File: config.mk
export PLATFORM = sky130hd
export DESIGN_NAME = soh_frame_deframer_sum16
export DESIGN_NICKNAME = d
export VERILOG_FILES = /design/src/rtl/core/sfd_pkg.sv /design/src/rtl/core/soh_frame_deframer_sum16.sv /design/src/rtl/core/sfd_in_stage.sv /design/src/rtl/core/sfd_parser.sv /design/src/rtl/core/sfd_out_stage.sv
export VERILOG_INCLUDE_DIRS = /design/src /design/src/rtl/core
export SDC_FILE = /design/constraint.sdc
export NUM_CORES = 1
export LEC_CHECK = 0
export ABC_CLOCK_PERIOD_IN_PS = 3450
export BUFFER_PORTS_ARGS = -buffer_cell sky130_fd_sc_hd__buf_2
export CAP_MARGIN = 20
export CORE_MARGIN = 2
export CORE_UTILIZATION = 44
export DETAILED_ROUTE_END_ITERATION = 7
export PLACE_DENSITY = 0.63
export REMOVE_ABC_BUFFERS = 1
export SLEW_MARGIN = 10
export SYNTH_ARGS = -nofsm -noshare
export SYNTH_HDL_FRONTEND = slang
export SYNTH_HIERARCHICAL = 1
export SYNTH_SLANG_ARGS = --single-unit
File: constraint.sdc
create_clock -name aclk -period 3.45 [get_ports aclk]
set_clock_uncertainty 0.2 [all_clocks]
set_input_delay 0.1725 -clock aclk [delete_from_list [all_inputs] [get_ports aclk]]
set_output_delay 0.1725 -clock aclk [all_outputs]
set_load 0.005 [all_outputs]
File: src/rtl/core/soh_frame_deframer_sum16_defines.svh
// assertion helpers for the soh frame deframer
`ifndef SOH_FRAME_DEFRAMER_SUM16_DEFINES_SVH
`define SOH_FRAME_DEFRAMER_SUM16_DEFINES_SVH

// checked only out of reset
`define SFD_ASSERT(lbl, prop, msg) \
    lbl: assert property (@(posedge aclk) disable iff (!aresetn) prop) else $error(msg);

// checked on every edge, reset included
`define SFD_ASSERT_ALWAYS(lbl, prop, msg) \
    lbl: assert property (@(posedge aclk) prop) else $error(msg);

`endif

File: src/rtl/core/sfd_pkg.sv
package sfd_pkg;

    localparam logic [7:0] SOH_BYTE  = 8'h01;
    localparam logic [7:0] TEXT_BYTE = 8'h24;
    localparam logic [7:0] LINE_END  = 8'h0A;

    typedef enum logic [2:0] {
        PH_HUNT  = 3'd0,
        PH_TEXT  = 3'd1,
        PH_ID    = 3'd2,
        PH_COMP  = 3'd3,
        PH_LEN   = 3'd4,
        PH_DATA  = 3'd5,
        PH_CK_LO = 3'd6,
        PH_CK_HI = 3'd7
    } phase_t;

    typedef struct packed {
        logic [7:0] msg_id;
        logic [7:0] payload_byte;
        logic [7:0] payload_index;
        logic       payload_valid;
        logic       frame_done;
        logic       frame_good;
        logic [7:0] frame_length;
    } sfd_result_t;

    // handshake between the input register and the rest of the pipe
    typedef struct packed {
        logic       valid;
        logic [7:0] rx_byte;
    } sfd_in_t;

endpackage

File: src/rtl/core/soh_frame_deframer_sum16.sv
// Byte-stream deframer for frames of SOH, id, inverted id, length, payload and a
// 16-bit byte sum sent low byte first. Text lines opened by '$' are skipped to the
// newline while hunting. Each payload byte comes out as one item carrying its index
// (tuser[0] set); the second checksum byte ends the frame with one item that has
// tlast set and tuser[1] telling whether both checksum bytes matched. Throughput is
// one byte per clock while the sink keeps up: the parser state and the 16-bit sum
// are updated combinationally between the input register and the output register,
// so a byte is held in the input register and its result in the output register.
// Input ready drops only while the output register holds an item the sink is
// stalling. No memories, no start-up delay.
module soh_frame_deframer_sum16
    import sfd_pkg::*;
(
    input  logic        aclk,
    input  logic        aresetn,
    input  logic        s_axis_tvalid,
    output logic        s_axis_tready,
    input  logic [7:0]  s_axis_tdata,   // [7:0] rx_byte
    output logic        m_axis_tvalid,
    input  logic        m_axis_tready,
    output logic [31:0] m_axis_tdata,   // [7:0] msg_id, [15:8] payload_byte,
                                        // [23:16] payload_index, [31:24] frame_length
    output logic        m_axis_tlast,   // frame_done
    output logic [1:0]  m_axis_tuser    // [0] payload_valid, [1] frame_good
);

    sfd_in_t     in_item;
    sfd_result_t result;
    logic        result_valid;
    logic        out_busy;
    logic        advance;

    assign advance = in_item.valid && !out_busy;

    sfd_in_stage u_in (
        .aclk          (aclk),
        .aresetn       (aresetn),
        .s_axis_tvalid (s_axis_tvalid),
        .s_axis_tready (s_axis_tready),
        .s_axis_tdata  (s_axis_tdata),
        .advance       (advance),
        .in_item       (in_item)
    );

    sfd_parser u_parser (
        .aclk         (aclk),
        .aresetn      (aresetn),
        .step         (advance),
        .rx_byte      (in_item.rx_byte),
        .result       (result),
        .result_valid (result_valid)
    );

    sfd_out_stage u_out (
        .aclk          (aclk),
        .aresetn       (aresetn),
        .load          (advance && result_valid),
        .result        (result),
        .busy          (out_busy),
        .m_axis_tvalid (m_axis_tvalid),
        .m_axis_tready (m_axis_tready),
        .m_axis_tdata  (m_axis_tdata),
        .m_axis_tlast  (m_axis_tlast),
        .m_axis_tuser  (m_axis_tuser)
    );

endmodule

File: src/rtl/core/sfd_in_stage.sv
module sfd_in_stage
    import sfd_pkg::*;
(
    input  logic       aclk,
    input  logic       aresetn,
    input  logic       s_axis_tvalid,
    output logic       s_axis_tready,
    input  logic [7:0] s_axis_tdata,   // [7:0] rx_byte
    input  logic       advance,
    output sfd_in_t    in_item
);

    logic       valid_reg;
    logic       valid_next;
    logic [7:0] byte_reg;
    logic       take;

    assign s_axis_tready = !valid_reg || advance;
    assign take          = s_axis_tvalid && s_axis_tready;

    always_comb begin
        valid_next = valid_reg;
        if (take) begin
            valid_next = 1'b1;
        end else if (advance) begin
            valid_next = 1'b0;
        end
    end

    always_ff @(posedge aclk) begin
        if (!aresetn) begin
            valid_reg <= 1'b0;
        end else begin
            valid_reg <= valid_next;
        end
    end

    always_ff @(posedge aclk) begin
        if (take) begin
            byte_reg <= s_axis_tdata;
        end
    end

    assign in_item.valid   = valid_reg;
    assign in_item.rx_byte = byte_reg;

endmodule

File: src/rtl/core/sfd_parser.sv
module sfd_parser
    import sfd_pkg::*;
(
    input  logic        aclk,
    input  logic        aresetn,
    input  logic        step,
    input  logic [7:0]  rx_byte,
    output sfd_result_t result,
    output logic        result_valid
);

`include "soh_frame_deframer_sum16_defines.svh"

    phase_t      phase_reg;
    phase_t      phase_next;
    logic [7:0]  held_id_reg;
    logic [7:0]  held_id_next;
    logic [7:0]  held_length_reg;
    logic [7:0]  held_length_next;
    logic [7:0]  bytes_seen_reg;
    logic [7:0]  bytes_seen_next;
    logic [15:0] running_sum_reg;
    logic [15:0] running_sum_next;
    logic [7:0]  first_check_reg;
    logic [7:0]  first_check_next;

    always_ff @(posedge aclk) begin
        if (!aresetn) begin
            phase_reg <= PH_HUNT;
        end else begin
            phase_reg <= phase_next;
        end
    end

    always_ff @(posedge aclk) begin
        if (!aresetn) begin
            held_id_reg     <= '0;
            held_length_reg <= '0;
            bytes_seen_reg  <= '0;
            running_sum_reg <= '0;
            first_check_reg <= '0;
        end else begin
            held_id_reg     <= held_id_next;
            held_length_reg <= held_length_next;
            bytes_seen_reg  <= bytes_seen_next;
            running_sum_reg <= running_sum_next;
            first_check_reg <= first_check_next;
        end
    end

    always_comb begin
        phase_next           = phase_reg;
        held_id_next         = held_id_reg;
        held_length_next     = held_length_reg;
        bytes_seen_next      = bytes_seen_reg;
        running_sum_next     = running_sum_reg;
        first_check_next     = first_check_reg;
        result               = '0;
        result.msg_id        = held_id_reg;
        result.frame_length  = held_length_reg;
        result_valid         = 1'b0;
        if (step) begin
            case (phase_reg)
                PH_HUNT: begin
                    if (rx_byte == TEXT_BYTE) begin
                        phase_next = PH_TEXT;
                    end else if (rx_byte == SOH_BYTE) begin
                        phase_next = PH_ID;
                    end
                end
                PH_TEXT: begin
                    if (rx_byte == LINE_END) begin
                        phase_next = PH_HUNT;
                    end
                end
                PH_ID: begin
                    if (rx_byte != SOH_BYTE) begin
                        held_id_next = rx_byte;
                        phase_next   = PH_COMP;
                    end
                end
                PH_COMP: begin
                    if (rx_byte == SOH_BYTE) begin
                        phase_next = PH_ID;
                    end else if (~held_id_reg != rx_byte) begin
                        phase_next = PH_HUNT;
                    end else begin
                        phase_next = PH_LEN;
                    end
                end
                PH_LEN: begin
                    held_length_next = rx_byte;
                    bytes_seen_next  = '0;
                    running_sum_next = '0;
                    phase_next       = (rx_byte == 8'd0) ? PH_CK_LO : PH_DATA;
                end
                PH_DATA: begin
                    result.payload_byte  = rx_byte;
                    result.payload_index = bytes_seen_reg;
                    result.payload_valid = 1'b1;
                    result_valid         = 1'b1;
                    running_sum_next     = running_sum_reg + {8'd0, rx_byte};
                    bytes_seen_next      = bytes_seen_reg + 8'd1;
                    if (bytes_seen_next == held_length_reg) begin
                        phase_next = PH_CK_LO;
                    end
                end
                PH_CK_LO: begin
                    first_check_next = rx_byte;
                    phase_next       = PH_CK_HI;
                end
                PH_CK_HI: begin
                    result.frame_done = 1'b1;
                    result.frame_good = (first_check_reg == running_sum_reg[7:0]) &&
                                        (rx_byte == running_sum_reg[15:8]);
                    result_valid      = 1'b1;
                    phase_next        = PH_HUNT;
                end
                default: begin
                    phase_next = PH_HUNT;
                end
            endcase
        end
    end

    // the payload count never reaches the announced length inside the data phase
    `SFD_ASSERT(a_seen_below_length,
        (phase_reg == PH_DATA) |-> (bytes_seen_reg < held_length_reg),
        "payload count reached length in data phase")

    // the length byte clears the running sum for the new frame
    `SFD_ASSERT(a_sum_cleared,
        (step && phase_reg == PH_LEN) |=> (running_sum_reg == 16'd0 && bytes_seen_reg == 8'd0),
        "sum not cleared after length byte")

    // the last payload byte hands over to the checksum
    `SFD_ASSERT(a_data_to_check,
        (step && phase_reg == PH_DATA && bytes_seen_reg + 8'd1 == held_length_reg)
            |=> (phase_reg == PH_CK_LO),
        "missed checksum after last payload byte")

endmodule

File: src/rtl/core/sfd_out_stage.sv
module sfd_out_stage
    import sfd_pkg::*;
(
    input  logic        aclk,
    input  logic        aresetn,
    input  logic        load,
    input  sfd_result_t result,
    output logic        busy,
    output logic        m_axis_tvalid,
    input  logic        m_axis_tready,
    output logic [31:0] m_axis_tdata,   // [7:0] msg_id, [15:8] payload_byte,
                                        // [23:16] payload_index, [31:24] frame_length
    output logic        m_axis_tlast,   // frame_done
    output logic [1:0]  m_axis_tuser    // [0] payload_valid, [1] frame_good
);

`include "soh_frame_deframer_sum16_defines.svh"

    logic        valid_reg;
    logic        valid_next;
    sfd_result_t result_reg;

    // a waiting item blocks the parser only while the sink stalls
    assign busy = valid_reg && !m_axis_tready;

    always_comb begin
        valid_next = valid_reg;
        if (load) begin
            valid_next = 1'b1;
        end else if (m_axis_tready) begin
            valid_next = 1'b0;
        end
    end

    always_ff @(posedge aclk) begin
        if (!aresetn) begin
            valid_reg <= 1'b0;
        end else begin
            valid_reg <= valid_next;
        end
    end

    always_ff @(posedge aclk) begin
        if (load) begin
            result_reg <= result;
        end
    end

    assign m_axis_tvalid = valid_reg;
    assign m_axis_tdata  = {result_reg.frame_length, result_reg.payload_index,
                            result_reg.payload_byte, result_reg.msg_id};
    assign m_axis_tlast  = result_reg.frame_done;
    assign m_axis_tuser  = {result_reg.frame_good, result_reg.payload_valid};

    // an item is either a payload byte or a frame end, never both
    `SFD_ASSERT(a_kind_exclusive,
        valid_reg |-> (result_reg.payload_valid != result_reg.frame_done),
        "output item kind is ambiguous")

    // nothing is loaded over an item that the sink has not taken
    `SFD_ASSERT_ALWAYS(a_no_overwrite,
        (aresetn && load) |-> (!valid_reg || m_axis_tready),
        "output item overwritten")

endmodule

==> summary.md, run 1 <==
The clock-pin slew on the worst setup and hold paths was 0.10 ns. The die is 107 um tall. The die covers 11400 sq um. The clock sink count was 96.

Summing all placed instances gives a cell area of 4950 sq um. STA puts the critical path data arrival time at 2.72 ns. The sequential area share after synthesis was 50.6%. STA classifies the critical path startpoint as a flop.

The run gives 9 as the number of buffers inserted during clock tree synthesis. In this run the worst setup path begins at u_in/byte_reg[0]$_DFFE_PP_. After the first detailed-routing iteration, the DRC count stood at 231. The area growth from synthesis to layout is 13.1%. 49 I/O pins were placed. The number of I/O port buffers came out at 48.

The synthesized design devotes to its leading area cell type 27.8% of total area. At the worst endpoint, the required time is 3.49 ns. The run gives 45.2% as the initial core utilization. Via total after detailed routing: 3590.

The worst setup path is captured at a flop. After layout, the worst path uses 77.6% of the clock period. Synthesis produced a netlist whose cell count is 466. The tools report the overall power as 0.00204 W. Walking the worst path, the cells encountered are ha_1, fa_1, a21o_1, a21oi_2, nand2b_1, a21oi_1, a2111oi_1. The clock latency reported for the late side of the worst-skew pair was 0.36 ns; the pin count of the biggest net entering global routing was 38. Buffer type at the clock tree root: sky130_fd_sc_hd__clkbuf_8. For this run, design rule violations remaining after detail routing come to 0. The tools report the maximum count of clock buffers along a single path as 2. For the pin with the worst max-slew slack, the measured transition is 0.742 ns.

Cells fill 51.1% of the core in the end. The worst ir drop on vdd is 0.177 mV. After the last flow step, the layout net total stands at 534.

The first global-routing pass estimated 16.9 mm of wire. After detailed routing, the number of vias per cell comes to 5.50. In this run the number of H-tree levels came out at 3. Die width: 107 um. The via count of the first global-routing pass was 3374; the power density over the cells was 389 nW/um^2.

In this run the worst setup path terminates at u_parser/running_sum_reg[12]$_SDFFE_PN0P_. Row generation in the floorplan step produced 37 rows. The number of register bits inferred by synthesis was 96; the total of endpoints with negative setup slack in the final report was 0. After detailed routing, the average wire length per cell comes to 16.0 um. Along the worst path, the maximum fanout reaches 9. Setup slack on the worst reg-to-reg path comes out at 0.77 ns. The longest individual stage delay on the worst path was 0.60 ns; the share of flip-flops with an asynchronous set or reset after synthesis was 0%.

The initial antenna violation count is 0, and the maximum clock frequency is 0.373 GHz. The dominant cell type by area after synthesis was sky130_fd_sc_hd__edfxtp_1. The post-route antenna net violation count came out at 0.

The smallest clock period supported by the final layout is computed as 2.68 ns. The number of setup buffers added after CTS came out at 0. The run gives 0 as the number of hold violations in the final report.

The synthesized netlist contains 68 unique library cells. For this run the aggregate overflow at the end of global routing stands at 0. The critical path is of the reg2reg type.

The worst register-to-register path begins at u_in/byte_reg[0]$_DFFE_PP_. The sum of negative setup slack came out at 0 ns. The first detailed-routing pass took 5 iterations.

For this run, the number of Yosys warnings is 6. Across every metal layer, demand over resource in global routing totals 18.9%. TritonCTS built the clock tree. The run gives 0.0230 ns as the post-route worst hold slack.

The run gives 0 as the number of max-cap violations. After clock tree synthesis, the repair step resized 0 gates. The repair_antennas step left the layout with diodes totalling 0. After routing the design area is 5250 sq um. The number of max-slew violations in the final report is 0.

The synthesized netlist occupies a cell area of 4640 sq um. The register with the most flip-flops in the layout has 32 of them. Yosys mapped a number of flops with a built-in enable equal to 43.

Setup repair after global routing left no endpoint under its margin. The largest individual stage delay along the critical path comes from the cell sky130_fd_sc_hd__edfxtp_1. The flow ran to the end, and the final reports show no timing, DRC or antenna violations.

The min-delay analysis places its worst path in the category in2reg. The congestion estimate from routability-driven global placement came to 0.891. The cell count of the worst reg-to-reg path works out to 7. By area the synthesized netlist is led by sky130_fd_sc_hd__edfxtp_1 (28%), sky130_fd_sc_hd__dfxtp_1 (23%), sky130_fd_sc_hd__nand2_1 (5.3%), sky130_fd_sc_hd__xnor2_1 (5.1%), sky130_fd_sc_hd__a21oi_1 (3.8%).

After synthesis, the mean cell area works out to 9.97 sq um. The analysis attributes to cell leakage a power of 1.96 nW. Remaining max-slew budget at the tightest pin: 50.5%.

In this run the critical register-to-register path is captured at u_parser/running_sum_reg[12]$_SDFFE_PN0P_. Of the cells placed in the final design, the portion with a size suffix greater than 1 is 18.2%. The wire-length estimate of the detail-placed layout is 6.91 mm. The detailed-route wire length is 10.4 mm, and the placeable core region is 10300 sq um. The most common flop cell mapped by yosys is sky130_fd_sc_hd__dfxtp_1.
[metal layers]
| layer | GRT usage [%] | wire length, um |
|---|---|---|
| met1 | 25.3 | 4680 |
| met5 | 0 | 0 |
| met4 | 6.03 | 119 |
| met3 | 3.95 | 608 |
| met2 | 30.7 | 5030 |
[worst min-delay path by stage]
stage	slack [ns]	cells after the start	to	startpoint
6_report	0.02	2	u_out/m_axis_tvalid$_SDFFE_PN0P_	aresetn
5_1_grt	0.01	2	u_out/m_axis_tvalid$_SDFFE_PN0P_	aresetn
4_1_cts	0.005	2	u_out/m_axis_tvalid$_SDFFE_PN0P_	aresetn
3_5_place_dp	0.15	1	u_in/byte_reg[7]$_DFFE_PP_	s_axis_tdata[7]
3_3_place_gp	0.15	1	u_in/byte_reg[4]$_DFFE_PP_	s_axis_tdata[4]
2_1_floorplan	0.07	0	u_in/byte_reg[0]$_DFFE_PP_	s_axis_tdata[0]
[cells in the mapped netlist (9+ instances only)]
cell type,count
sky130_fd_sc_hd__buf_2,13
sky130_fd_sc_hd__nand2_1,65
sky130_fd_sc_hd__ha_1,9
sky130_fd_sc_hd__nand3_1,19
sky130_fd_sc_hd__nor3_1,9
sky130_fd_sc_hd__a22oi_1,9
sky130_fd_sc_hd__dfxtp_1,53
sky130_fd_sc_hd__and3_1,14
sky130_fd_sc_hd__a21oi_1,35
sky130_fd_sc_hd__clkbuf_1,11
sky130_fd_sc_hd__edfxtp_1,43
sky130_fd_sc_hd__inv_1,10
sky130_fd_sc_hd__xnor2_1,27
sky130_fd_sc_hd__nor2_1,31
sky130_fd_sc_hd__xor2_1,13
[logic make-up after synthesis]
group           after synthesis  share of synthesized area (%)
xor+xnor                     40                           7.54
fa+ha+maj                    10                           2.86
mux                           4                          0.862
flops                        96                           50.6
simple gates                181                           20.1
compound gates               90                           13.1
buf+inv                      45                           4.90
[cell usage in the layout (no fill, tap or decap), types with 10 or more instances in the layout]
master / instances
sky130_fd_sc_hd__edfxtp_1: 43
sky130_fd_sc_hd__and3_1: 14
sky130_fd_sc_hd__dlygate4sd3_1: 10
sky130_fd_sc_hd__buf_2: 48
sky130_fd_sc_hd__nand3_1: 19
sky130_fd_sc_hd__clkbuf_8: 10
sky130_fd_sc_hd__nor2_1: 31
sky130_fd_sc_hd__a21oi_1: 35
sky130_fd_sc_hd__xor2_1: 13
sky130_fd_sc_hd__xnor2_1: 27
sky130_fd_sc_hd__nand2_1: 65
sky130_fd_sc_hd__buf_4: 10
sky130_fd_sc_hd__inv_1: 10
sky130_fd_sc_hd__dfxtp_1: 53
[timing repair]
item | 4_1_cts | 5_1_grt
endpoints found under the hold margin | 10 | 0
setup endpoints to repair | 0 | 0
hold buffers | 10 | 0
[power breakdown]
part           internal (W)  total [W]  switching, W
combinational     0.0000387  0.0000946     0.0000559
sequential          0.00119    0.00120     0.0000121
clock              0.000361   0.000750      0.000390
total               0.00159    0.00204      0.000458
[critical path: cells and delay by family, from the launching register on]
kind                       cells  cell delay, ns
adders and majority gates      2            0.72
AOI/OAI and AO/OA              4            0.87
DFF                            1            0.60
and+or+nand+nor                1            0.16
[through the flow]
stage / setup WS [ns] / std cells
3_5_place_dp: 0.817 / 627
2_1_floorplan: 0.705 / 433
3_3_place_gp: 0.925 / 627
5_1_grt: 0.620 / 653
4_1_cts: 0.787 / 653
6_report: 0.771 / 653
[area by class of cell]
class | count | area [sq um]
Clock buffer | 11 | 141
Clock inverter | 5 | 63.8
Fill cell | 969 | 5020
Inverter | 12 | 45.0
Multi-Input combinational cell | 325 | 2060
Sequential cell | 96 | 2350
Tap cell | 136 | 170
Timing Repair Buffer | 68 | 415
(Power assumes the default switching activity.)
==> run 2: changes to the inputs <==
--- a/config.mk
+++ b/config.mk
@@ -6,7 +6,8 @@
 export SDC_FILE = /design/constraint.sdc
 export NUM_CORES = 1
 export LEC_CHECK = 0
-export ABC_CLOCK_PERIOD_IN_PS = 3450
+export ABC_AREA = 1
+export ABC_CLOCK_PERIOD_IN_PS = 2510
 export BUFFER_PORTS_ARGS = -buffer_cell sky130_fd_sc_hd__buf_2
 export CAP_MARGIN = 20
 export CORE_MARGIN = 2
==> constraint.sdc (replaced) <==
create_clock -name aclk -period 2.51 [get_ports aclk]
set_clock_uncertainty 0.2 [all_clocks]
set_input_delay 0.1255 -clock aclk [delete_from_list [all_inputs] [get_ports aclk]]
set_output_delay 0.1255 -clock aclk [all_outputs]
set_load 0.005 [all_outputs]
==> summary.md, run 2 <==
sky130_fd_sc_hd__edfxtp_1 takes more of the synthesized area than any other cell. Summed over all nets, the switching power comes to 0.000705 W. For this run, the total global-route usage over all layers was measured as 20.2%. In the routed layout, each cell is associated on average with a via count of 5.27. The minimum clock period is 2.30 ns, and the post-route antenna net violation count is 0. Measured along the y axis, the die boundary spans 107 um. In this run, CTS created clock tree buffers numbering 9.

The total area inside the core boundary comes to 10300 sq um. Number of antenna repair diodes: 0. The run gives 0 as the initial antenna violation count. Yosys attributes the largest share of cell area to sky130_fd_sc_hd__edfxtp_1 (28%), sky130_fd_sc_hd__dfxtp_1 (23%), sky130_fd_sc_hd__nand2_1 (8.3%), sky130_fd_sc_hd__a21oi_1 (6.5%), sky130_fd_sc_hd__nand3_1 (5.0%). For this run, the detailed router's first-pass iteration total came to 5. Synthesis handed over a netlist of 554 instances.

The number of hold violations in the final report was 0. The die covers 11400 sq um. In the synthesized netlist the async set-or-reset flop fraction comes to 0%. The tools report the critical path required time as 2.52 ns. The analysis attributes to cell leakage a power of 2.15 nW. The run finished with clean final reports.

Across all layers, the routed design uses 3987 vias. The area growth from synthesis to layout is 15.8%. The count of buffers added on input and output ports is 48.

After filler insertion, the fill cell instance count of the layout stands at 967. The synthesized netlist contains 42 unique library cells. Clock-pin slew was measured on the worst setup and hold paths at 0.09 ns. In this run the power density over the cells is 556 nW/um^2.

The internal portion of the total power is 0.00229 W. Setup violations remaining at the end of the flow were counted as 0. After the last flow step, the layout net total stands at 637. The global placer's final weighted congestion is 0.887, and the post-cts sizing count is 0. The clock network burns 37.5% of the power. Leaving out fill and tap cells, the most frequent cells in the layout are sky130_fd_sc_hd__nand2_1 (103), sky130_fd_sc_hd__a21oi_1 (60), sky130_fd_sc_hd__inv_1 (55). The H-tree depth reported by CTS came out at 3. Leading cell type in the layout, fill and taps excluded: sky130_fd_sc_hd__nand2_1. The category of the worst setup path launch point was a flop. The multi-input combinational cell area is 1970 sq um, and the data arrival time of the worst path is 2.31 ns. Measured along the x axis, the die boundary spans 107 um.

The clock passes through at most 2 buffers. Type of element capturing the critical path: a flop. Worst-path maximum fanout: 5.

Setup repair after global routing left no endpoint under its margin. The worst setup path startpoint is u_in/byte_reg[0]$_DFFE_PP_. Cell count of the worst reg-to-reg path: 10.

The first global-routing pass estimated 18.0 mm of wire. The worst register-to-register path begins at u_in/byte_reg[0]$_DFFE_PP_. The count of routing violations after the opening detailed-route iteration was 253; the initial core utilization was 45.2%. The placed wire-length estimate was 7.72 mm. The post-detailed-route wirelength per cell was 14.7 um; the number of setup buffers added after CTS was 0. Summed over its instances, the top area cell type makes up 27.8% of the synthesized netlist area. The number of warnings issued by yosys came out at 6. The flip-flop count of the largest register, all copies and words added is 32, and the ratio of cells with drive above 1 in the final layout is 19.5%.

Dividing the final minimum period by the clock period gives 91.7%. The clock latency reported for the late side of the worst-skew pair was 0.36 ns; the internal reg-to-reg setup slack was 0.21 ns. For the pin with the worst max-slew slack, the measured transition is 0.922 ns. The reg-to-reg endpoint was u_parser/running_sum_reg[10]$_SDFFE_PN0P_.

The number of max-cap violations came out at 0. Sequential elements use 50.6% of the synthesized area. The number of enable-type register cells in the synthesized netlist was 43; the via count of the first global-routing pass was 3694. sky130_fd_sc_hd__nand2_1 is the most common cell in the netlist. For this design, the sink count on the clock tree is 96.

Row generation in the floorplan step produced 37 rows. The mean cell area of the mapped netlist was 8.39 sq um. TritonCTS built the clock tree. Combinational cells account for 6.3% of the total power. Entering global routing, the biggest net connects 37 pins.

The sequential cells in the finished layout cover a total of 2350 sq um. The number of max-slew violations in the final report is 0. The worst ir drop on vdd came out at 0.239 mV. After global routing the overflow that remains totals 0. The worst setup path is of the reg2reg kind. The run gives 49 as the I/O pin total. The startpoint identified for the worst hold timing path is aresetn. The part of the total power dissipated in sequential elements is 56.2%, and the sum of negative setup slack is 0 ns. The maximum clock frequency is 0.435 GHz. In the synthesized netlist the dominant register cell turns out to be sky130_fd_sc_hd__dfxtp_1. The number of register bits inferred by synthesis is 96, and the final routed DRC violation total is 0. The tightest hold path in the finished design has a slack of 0.0425 ns. After synthesis the cells add up to 4650 sq um. Switching share of power: 23.6%. CTS placed an instance of sky130_fd_sc_hd__clkbuf_8 at the clock tree root.

Worst min-delay path class: in2reg. The commonest cells after synthesis are sky130_fd_sc_hd__nand2_1 (103), sky130_fd_sc_hd__a21oi_1 (60), sky130_fd_sc_hd__inv_1 (55), sky130_fd_sc_hd__dfxtp_1 (53), sky130_fd_sc_hd__nor2_1 (47). The endpoint of the most critical setup path is u_parser/running_sum_reg[10]$_SDFFE_PN0P_. Summed over all layers, the routed wires come to 11.1 mm. The remaining max-slew budget at the tightest pin was 38.4%.
[run 2: changes by cell type in the layout (fill, tap and decap cells not counted), sizes merged, moves of 9 or more]
| cell | change |
|---|---|
| a21oi | +26 |
| a22oi | -9 |
| and3 | -13 |
| inv | +54 |
| nand2 | +48 |
| nand3 | +29 |
| nor2 | +24 |
| o21ai | +31 |
| xnor2 | -24 |
[run 2: metal layers]
layer  global-route usage, %  vias up  part of all wire, %
li1                        -     1970                    -
met3                    3.22       22                  7.0
met4                    7.61        0                  1.8
met5                       0        -                    0
met2                    33.6      163                   47
met1                    26.5     1832                   44
[run 2: worst min-delay path by stage]
stage                                         endpoint  slack (ns)  cells after the start
floorplan                   u_in/byte_reg[0]$_DFFE_PP_        0.02                      0
global placement            u_in/byte_reg[3]$_DFFE_PP_        0.10                      1
CTS                 u_parser/phase_reg[1]$_SDFFE_PN0P_        0.04                      4
global route        u_parser/phase_reg[1]$_SDFFE_PN0P_        0.05                      4
detailed placement          u_in/byte_reg[6]$_DFFE_PP_        0.10                      1
finish                     u_in/valid_reg$_SDFFE_PN0P_        0.04                      4
[run 2: kinds of logic after synthesis]
family          synth area share [%]
xor+xnor                        2.07
fa+ha+maj                       2.85
compound gates                  13.6
simple gates                    23.8
buf+inv                         7.05
flops                           50.6
[run 2: stage by stage]
step	utilization [%]	std cells	instance area [sq um]	worst slack (ns)	power, W
after detailed placement	49.2	730	5060	0.234	0.00189
final	52.4	756	5380	0.209	0.00299
after global placement	49.2	730	5060	0.354	0.00188
after global routing	52.4	756	5380	0.0553	0.00310
after floorplan	-	538	4570	0.0685	0.00182
after CTS	52.4	756	5380	0.213	0.00302
[run 2: what timing repair did]
| action | 4_1_cts | 5_1_grt |
|---|---|---|
| hold buffers | 10 | 0 |
| hold endpoints to repair | 10 | 0 |
| setup endpoints to repair | 0 | 0 |
[run 2: power by group through the flow]
stage               clock network [W]  registers [W]  logic, W
floorplan                           0        0.00171  0.000115
global placement                    0        0.00171  0.000171
detailed placement                  0        0.00172  0.000174
CTS                           0.00115        0.00168  0.000186
global route                  0.00121        0.00168  0.000211
finish                        0.00112        0.00168  0.000189
[run 2: final cells by class]
class	count	share of cell area, %
Sequential cell	96	43.7
Tap cell	136	3.16
Clock buffer	10	2.37
Inverter	67	4.70
Clock inverter	6	1.74
Timing Repair Buffer	66	7.67
Multi-Input combinational cell	375	36.7
[run 2: worst max-delay path, cell delays in order (launching register included)]
cell and delay, ns:
sky130_fd_sc_hd__edfxtp_1 0.49, sky130_fd_sc_hd__ha_1 0.27, sky130_fd_sc_hd__fa_1 0.41, sky130_fd_sc_hd__nand3_1 0.09, sky130_fd_sc_hd__nand2_1 0.10, sky130_fd_sc_hd__nand3_1 0.12, sky130_fd_sc_hd__nand2_1 0.08, sky130_fd_sc_hd__nand2_1 0.10
sky130_fd_sc_hd__o21ai_0 0.10, sky130_fd_sc_hd__o211ai_1 0.09, sky130_fd_sc_hd__a21oi_1 0.09
==> run 3: changes to the inputs <==
--- a/config.mk
+++ b/config.mk
@@ -11,9 +11,9 @@
 export BUFFER_PORTS_ARGS = -buffer_cell sky130_fd_sc_hd__buf_2
 export CAP_MARGIN = 20
 export CORE_MARGIN = 2
-export CORE_UTILIZATION = 44
+export CORE_UTILIZATION = 50
 export DETAILED_ROUTE_END_ITERATION = 7
-export PLACE_DENSITY = 0.63
+export PLACE_DENSITY = 0.7
 export REMOVE_ABC_BUFFERS = 1
 export SLEW_MARGIN = 10
 export SYNTH_ARGS = -nofsm -noshare
==> summary.md, run 3 (synthesis results as in run 2) <==
The worst hold path passes through 4 cells. The via count of the first global-routing pass is 3727. The worst setup path is launched from a flop. Max-cap violations in this run came to 0. In this run the most critical hold path is launched from aresetn. The maximum clock frequency is 0.450 GHz. The critical path is of the reg2reg type. The first detailed-routing pass ran for 5 iterations. Using the TritonRoute via totals, the vias-per-cell ratio works out to 5.45. For the standard-cell row count, the log shows 35.

The die height was 100 um. The clock-pin slew on the worst setup and hold paths was 0.10 ns; the initial core utilization was 51.0%. Detailed placement ended at an HPWL of 7.43 mm.

The data arrival time of the worst path is 2.23 ns, and the cell leakage power is 2.13 nW. The area enclosed by the die boundary was 10100 sq um; the combinational share of power was 6.5%. The library cell used most frequently in the layout, excluding fill and tap cells, is sky130_fd_sc_hd__nand2_1. Post-cts sizing count: 0. The H-tree depth reported by CTS is 3. The logs give 0 for the initial antenna violation count and 0.36 ns for the clock latency reported for the late side of the worst-skew pair.

After detailed routing, the average wire length per cell comes to 14.6 um. The tools report the final routed DRC violation total as 0. The first global-routing pass estimated 17.5 mm of wire.

Share of the clock period used by the worst path: 88.5%. The global-route total usage across every layer came out at 22.2%. For the number of nets in the final layout, the log shows 636.

Final hold analysis gives a worst-case slack of 0.0481 ns. Number of buffers inserted during clock tree synthesis: 9. Once detail routing completed, the nets flagged for antenna violations numbered 0. TritonCTS built the clock tree. The tools report the remaining max-slew budget at the tightest pin as 39.0%. During I/O placement, the number of pins put on the boundary was 49. The reg-to-reg endpoint is u_parser/running_sum_reg[10]$_SDFFE_PN0P_. Counting along the longest clock path gives a buffer depth of 2.

Number of antenna repair diodes: 0. The tools report the number of max-slew violations in the final report as 0. Setup repair after global routing left no endpoint under its margin.

The cell count of the worst reg-to-reg path was 10. Entering global routing, the biggest net connects 37 pins. The first routing iteration left 175 violations. Endpoint of the worst hold path: u_parser/phase_reg[1]$_SDFFE_PN0P_. The final route contains 3977 vias. Flip-flop count of the largest register, all copies and words added: 32.

The tools report the sum of negative setup slack as 0 ns. The tools report the launch instance of the worst register-to-register path as u_in/byte_reg[0]$_DFFE_PP_. The smallest clock period supported by the final layout is computed as 2.22 ns. For the placeable core region, the log shows 9110 sq um. The share of total power dissipated in the clock network is 34.5%. The number of setup buffers added after CTS was 0. In the layout the commonest cells are sky130_fd_sc_hd__nand2_1 (103), sky130_fd_sc_hd__a21oi_1 (60), sky130_fd_sc_hd__inv_1 (55). The power density over the cells is 537 nW/um^2, and the worst ir drop on vdd is 0.308 mV. In this run the worst path has a maximum fanout of 5. The internal reg-to-reg setup slack was 0.29 ns; the slew at the pin with the worst max-slew slack was 0.915 ns. In this run the power spent charging and discharging nets is 0.000750 W. The tools report the number of hold violations in the final report as 0.

For the worst setup path, the data required time is 2.52 ns. The flow ran to the end, and the final reports show no timing, DRC or antenna violations. Input and output buffers added on the ports amount to 48. The tree built by TritonCTS fans out to 96 sinks. For this block, the routed nets add up to 10.6 mm of wire.

The ratio of cells with drive above 1 in the final layout was 19.4%. The buffer type at the clock tree root is sky130_fd_sc_hd__clkbuf_8. From synthesis to final layout, the design area changed by 14.2%. The switching share of power came out at 26.3%. The congestion estimate from routability-driven global placement came to 0.922. Worst min-delay path class: in2reg. The die width is 100 um, and the total global routing overflow is 0. Part of the total power dissipated in sequential elements: 59.0%.

Type of element capturing the critical path: a flop. Setup violations remaining at the end of the flow were counted as 0. Cell internal power was estimated by the tool at 0.00210 W.
run 3: final cells by class:
type	count	area, sq um
clock buffer	9	124
clock inverter	7	61.3
fill	836	3800
inverter	67	253
multi-input combinational	375	1970
sequential	96	2350
tap	111	139
timing repair buffer	65	405
run 3: power by group through the flow:
stage | registers (W) | clock network, W | logic [W]
global placement | 0.00172 | 0 | 0.000167
finish | 0.00168 | 0.000984 | 0.000184
global route | 0.00168 | 0.00106 | 0.000206
detailed placement | 0.00172 | 0 | 0.000169
floorplan | 0.00171 | 0 | 0.000115
CTS | 0.00168 | 0.00101 | 0.000182
run 3: layer usage:
layer | track usage [%] | up-vias | wire [um] | share of wire, %
met3 | 4.18 | 21 | 554 | 5.2
li1 | - | 1971 | - | -
met4 | 9.48 | 0 | 172 | 1.6
met2 | 37.2 | 132 | 5200 | 49
met1 | 28.1 | 1853 | 4710 | 44
met5 | 0 | - | 0 | 0
run 3: critical path: stages (launching register included):
cell and delay (ns):
sky130_fd_sc_hd__edfxtp_1 0.47, sky130_fd_sc_hd__ha_1 0.26, sky130_fd_sc_hd__fa_1 0.40, sky130_fd_sc_hd__nand3_1 0.09, sky130_fd_sc_hd__nand2_1 0.10, sky130_fd_sc_hd__nand3_1 0.12, sky130_fd_sc_hd__nand2_1 0.07, sky130_fd_sc_hd__nand2_1 0.10
sky130_fd_sc_hd__o21ai_0 0.09, sky130_fd_sc_hd__o211ai_1 0.09, sky130_fd_sc_hd__a21oi_1 0.08
run 3: how the worst max path moves through the flow:
stage,startpoint,to,slack [ns],cells after the start
floorplan,u_out/m_axis_tvalid$_SDFFE_PN0P_,u_out/m_axis_tdata[0]$_DFFE_PP_,0.07,9
global placement,u_in/byte_reg[0]$_DFFE_PP_,u_parser/running_sum_reg[10]$_SDFFE_PN0P_,0.37,10
detailed placement,u_in/byte_reg[4]$_DFFE_PP_,u_parser/running_sum_reg[15]$_SDFFE_PN0P_,0.32,11
CTS,u_in/byte_reg[0]$_DFFE_PP_,u_parser/running_sum_reg[10]$_SDFFE_PN0P_,0.30,10
global route,m_axis_tready,u_parser/running_sum_reg[4]$_SDFFE_PN0P_,0.07,14
finish,u_in/byte_reg[0]$_DFFE_PP_,u_parser/running_sum_reg[10]$_SDFFE_PN0P_,0.29,10
run 3: what timing repair did:
action / 4_1_cts / 5_1_grt
hold buffers: 10 / 0
setup endpoints to repair: 0 / 0
endpoints found under the hold margin: 10 / 0
run 3: per-stage QoR:
stage | power (W) | instances | setup WS [ns] | cell area (sq um) | utilization, %
3_5_place_dp | 0.00189 | 704 | 0.315 | 5020 | 55.1
3_3_place_gp | 0.00188 | 704 | 0.366 | 5020 | 55.1
6_report | 0.00285 | 730 | 0.290 | 5310 | 58.3
5_1_grt | 0.00296 | 730 | 0.0687 | 5310 | 58.3
2_1_floorplan | 0.00182 | 538 | 0.0685 | 4570 | -
4_1_cts | 0.00287 | 730 | 0.304 | 5310 | 58.3
